$ cat src/ftsc_pkg.sv
// Shared types and constants for the flow table sequence counter.
// No dependencies; used by ftsc_cell, ftsc_gather and the top level.
package ftsc_pkg;

  localparam int ADDR_W = 32;
  localparam int PORT_W = 16;
  localparam int CNT_W  = 32;
  localparam int SLOT_W = 7;
  localparam int STAT_W = 3;

  localparam logic [CNT_W-1:0] CNT_MAX = '1;

  // Result status codes
  typedef enum logic [STAT_W-1:0] {
    ST_KNOWN   = 3'd0,
    ST_NEW     = 3'd1,
    ST_FULL    = 3'd2,
    ST_REMOVED = 3'd3,
    ST_UNKNOWN = 3'd4
  } status_t;

  // Event kind on the input side
  typedef enum logic {
    OP_MSG      = 1'b0,
    OP_SHUTDOWN = 1'b1
  } op_t;

  // Command strobes broadcast from the sequencer to every cell
  typedef struct packed {
    logic cmp_en;    // compare broadcast key, register match
    logic inc_en;    // matching cell bumps its counter
    logic shift_en;  // cells at or above pos take their upper neighbor
    logic load_en;   // cell at fill position takes the new flow
  } cell_cmd_t;

  // Width of a table position
  function automatic int idx_w(input int depth);
    return (depth > 1) ? $clog2(depth) : 1;
  endfunction

  // Width of a fill count that can hold the depth itself
  function automatic int fill_w(input int depth);
    return $clog2(depth + 1);
  endfunction

endpackage

$ cat src/ftsc_cell.sv
// One table entry: flow key, message counter and a match flag.
// Depends on ftsc_pkg; instantiated in a row by the top level.
module ftsc_cell import ftsc_pkg::*; #(
  parameter int TABLE_DEPTH = 128,
  parameter int IDX         = 0
) (
  input  logic                           clk,
  input  logic                           rst,
  input  cell_cmd_t                      cmd,
  input  logic [ADDR_W-1:0]              key_addr,
  input  logic [PORT_W-1:0]              key_port,
  input  logic [fill_w(TABLE_DEPTH)-1:0] fill,
  input  logic [idx_w(TABLE_DEPTH)-1:0]  pos,
  input  logic [ADDR_W-1:0]              up_addr,
  input  logic [PORT_W-1:0]              up_port,
  input  logic [CNT_W-1:0]               up_cnt,
  output logic [ADDR_W-1:0]              addr,
  output logic [PORT_W-1:0]              port,
  output logic [CNT_W-1:0]               cnt,
  output logic                           match
);

  localparam int FW = fill_w(TABLE_DEPTH);
  localparam int IW = idx_w(TABLE_DEPTH);
  localparam logic [FW-1:0] MY_FILL = FW'(IDX);
  localparam logic [IW-1:0] MY_IDX  = IW'(IDX);

  logic occupied;
  logic hit;

  // Only entries below the fill count take part in a lookup
  assign occupied = (MY_FILL < fill);
  assign hit      = occupied && (addr == key_addr) && (port == key_port);

  // Match flag, held until the next compare
  always_ff @(posedge clk) begin
    if (rst) begin
      match <= 1'b0;
    end else if (cmd.cmp_en) begin
      match <= hit;
    end
  end

  // Entry payload: load, count, or take the upper neighbor on removal
  always_ff @(posedge clk) begin
    if (cmd.load_en && (MY_FILL == fill)) begin
      addr <= key_addr;
      port <= key_port;
      cnt  <= CNT_W'(2);  // the new flow is numbered 1 now
    end else if (cmd.inc_en && match) begin
      if (cnt != CNT_MAX) begin
        cnt <= cnt + CNT_W'(1);
      end
    end else if (cmd.shift_en && (MY_IDX >= pos)) begin
      addr <= up_addr;
      port <= up_port;
      cnt  <= up_cnt;
    end
  end

endmodule

$ cat config.mk
export PLATFORM = sky130hd
export DESIGN_NAME = ftsc_cell
export DESIGN_NICKNAME = d
export VERILOG_FILES = /design/src/ftsc_pkg.sv /design/src/ftsc_cell.sv
export SDC_FILE = /design/constraint.sdc
export NUM_CORES = 1
export LEC_CHECK = 0
export BUFFER_PORTS_ARGS = -buffer_cell sky130_fd_sc_hd__clkbuf_2
export CAP_MARGIN = 20
export CORE_AREA = 2 2 104 106
export CTS_BUF_LIST = sky130_fd_sc_hd__clkbuf_4
export CTS_CLUSTER_SIZE = 16
export DETAILED_ROUTE_END_ITERATION = 6
export DIE_AREA = 0 0 106 108
export HOLD_SLACK_MARGIN = 0.12
export PLACE_DENSITY = 0.87
export SLEW_MARGIN = 20
export SYNTH_ARGS = -nofsm -noshare
export SYNTH_HDL_FRONTEND = slang
export SYNTH_SLANG_ARGS = --single-unit
$ cat constraint.sdc
create_clock -name clk -period 2.8 [get_ports clk]
set_input_delay 0.28 -clock clk [delete_from_list [all_inputs] [get_ports clk]]
set_output_delay 0.28 -clock clk [all_outputs]
set_load 0.01 [all_outputs]
==> flow_summary.toml <==
[detailed_routing]
drtIter0Drc = 442
vias = 5755
drt_wl_total_um = 18800
drtAntennaViolNets = 0
viasPerCell = 5.84
firstDrtPassIters = 7
drc = 0
routedWlPerCell_um = 19.0

[synth]
synthArstFlopShare_pct = 0
syn-num-nets = 707
synthCells = 557
synth_cell_types = 60
yosysSeqAreaShare_pct = 42.9
syn_avg_cell_area_um2 = 8.81
ys_seq_elements = 81
synth_top_area_share_pct = 29.4
synth_largest_area_cell = "edfxtp_1"
synth_area_leaders = "edfxtp_1 29%, dfxtp_1 13%, nand2_1 13%"
yosys_warnings = 0
synthFlopType = "edfxtp_1"
synth_edf_count = 48
syn_area_um2 = 4900

[die]
start_util_pct = 47.9
dieHeight_um = 108
dieWidth_um = 106
core_um2 = 10200
dieArea_um2 = 11400
num_rows = 37
ioPinCount = 230

[grt]
grt_pass1_wl_um = 29200
grt_use_total_pct = 32.7
grt_max_degree = 49
antenna_found_initial = 2
grt_pass1_vias = 5696
gr-total-overflow = 0

[placed_design]
gp_congestion = 0.892
dp_hpwl_um = 11900
portBuffers = 229
post_dp_cell_area_um2 = 6180
dp_slack_ps = 342

[power_and_ir_drop]
pwr-share-comb_pct = 16.6
power.share.clock_pct = 32.8
power_density_nw_per_um2 = 388
switching_share_pct = 26.5
p_sw_uw = 728
vdd_drop_max_mv = 0.243
seq_power_share_pct = 50.6
p_int_uw = 2020
leakagePower_uw = 0.00309

[setup_path]
cp-end-kind = "flip-flop"
slowest_stage = "nor4_2"
path_class = "flip-flop to flip-flop"
path_cells = "ha_1 -> nand3_4 -> nor4_2 -> and4_1 -> buf_4 -> o311ai_1 -> o31ai_1"
arrival_ps = 2880
critPathMaxFanout = 19
cp-start-kind = "flip-flop"
required_ps = 3150
cp_slowest_stage_delay_ps = 570

[sta]
finalSetupTns_ps = 0
whs_ps = 133
setup_viol_count_final = 0
hold_viol = 0
rsz0062_at_grt = "no"
max_freq_ghz = 0.396
drv_slew = 0
fin_crit_sh_pct = 90.2
min_period_ps = 2530
fin_worst_skew_ps = 16.6
tightestPinTransition_ps = 713
slew_headroom_pct = 51.2
setup_ws_ps = 273

[cts]
cts_resized = 0
clk_pin_slew_ps = 160
postCtsSetupRepairBufs = 0
cts.path.max_buffers = 2
hold_buffers = 69
clkLatencyLatePin_ps = 450
htree_levels = 3
cts_tree = "built"
cts_buffers = 9
clockRootBuffer = "clkbuf_4"
cts_sinks = 81

[run]
maxCapViolCount = 0

[worst_hold_path]
hp-class = "primary input to flip-flop"

[cells_and_area]
fin_area_um2 = 7060
area_growth_pct = 44.0
fillers = 767
nNetsFinal = 993
layout-drive-gt1-share_pct = 33.3

[outcome]
status = "finished, final reports clean"
[metrics by stage]
stage,power (uW),utilization [%],std cells
2_1_floorplan,1560,-,557
3_3_place_gp,1760,60.4,899
3_5_place_dp,1770,60.4,899
4_1_cts,2720,69.0,984
5_1_grt,2830,69.0,986
6_report,2740,69.0,986
[synthesized netlist by cell type (all sizes together), types with 2 or more instances]
library cell and instances:
o21ai 8, o311ai 19, and3 6, nand2 172, xor2 2, nor4b 3, nor3 9, nand4 25
and2 4, a211oi 3, o32ai 3, a41oi 3, inv 3, buf 14, a21oi 20, a2bb2oi 2
o31a 5, or4 2, xnor2 45, and4 2, nand2b 3, dfxtp 33, edfxtp 48, o31ai 20
nor4 15, nand3 13, clkbuf 21, a32oi 2, a22oi 5, nor2 23, a31oi 10
[path summary, 6_finish.rpt]
check / from / cells after the start / endpoint / slack [ps]
worst min-delay path: key_addr[28] / 3 / addr[28] / 130
worst min register to register: cnt[31] / 2 / cnt[31] / 540
worst max-delay path: cnt[0] / 7 / cnt[6] / 270
worst max register to register: cnt[0] / 7 / cnt[6] / 270
[flip-flops by register name, indices dropped and copies added (netlist names)]
register  cells
addr         32
match         1
port         16
cnt          32
[worst max-delay path: cells and delay by family, from the launching register on]
kind            cells  cell delay, ps
simple gates        3            1180
fa+ha+maj           1             270
buf+inv             1             310
flops               1             430
compound gates      2             240
[layout make-up]
type / count / area (um2) / share of cell area, %
diodes: 2 / 5.00 / 0.0708
clock buffers: 9 / 67.6 / 0.956
clock inverters: 7 / 119 / 1.68
inverters: 3 / 11.3 / 0.159
multi-input cells: 438 / 2640 / 37.3
flip-flops and latches: 81 / 2100 / 29.8
well taps: 136 / 170 / 2.41
repair buffers: 310 / 1950 / 27.6
[power groups by stage]
stage               Clock, uW  Sequential (uW)  Combinational [uW]
detailed placement          0             1410                 359
global placement            0             1410                 351
floorplan                   0             1420                 143
finish                    901             1390                 455
CTS                       899             1380                 437
global route              946             1400                 491
[routing by layer]
metal  vias up  routed length, um  track usage (%)
met3        93               1990             9.46
met2       379               9380             57.7
met4         0               1030             20.0
met5         -                  0                0
li1       2633                  -                -
met1      2650               6380             34.6
[placed cells by master, fill, tap and decap left out, types with 6 or more instances in the layout]
| cell | netlist | layout |
|---|---|---|
| a21oi_1 | 20 | 20 |
| a31oi_1 | 10 | 10 |
| and3_1 | 6 | 6 |
| buf_4 | 2 | 10 |
| clkbuf_2 | 0 | 229 |
| clkbuf_4 | 0 | 9 |
| dfxtp_1 | 33 | 33 |
| dlygate4sd3_1 | 0 | 69 |
| edfxtp_1 | 48 | 48 |
| nand2_1 | 172 | 169 |
| nand3_1 | 9 | 9 |
| nand4_1 | 22 | 22 |
| nor2_1 | 23 | 23 |
| nor3_1 | 6 | 6 |
| nor4_1 | 12 | 12 |
| o311ai_1 | 19 | 19 |
| o31ai_1 | 20 | 20 |
| xnor2_1 | 45 | 45 |
[cells by family after synthesis]
| family | synth area share (%) |
|---|---|
| flops | 42.9 |
| simple gates | 28.1 |
| fa+ha+maj | 0.255 |
| compound gates | 16.6 |
| buf+inv | 3.55 |
| mux | 0.230 |
| xor+xnor | 8.39 |
(Power assumes the default switching activity.)
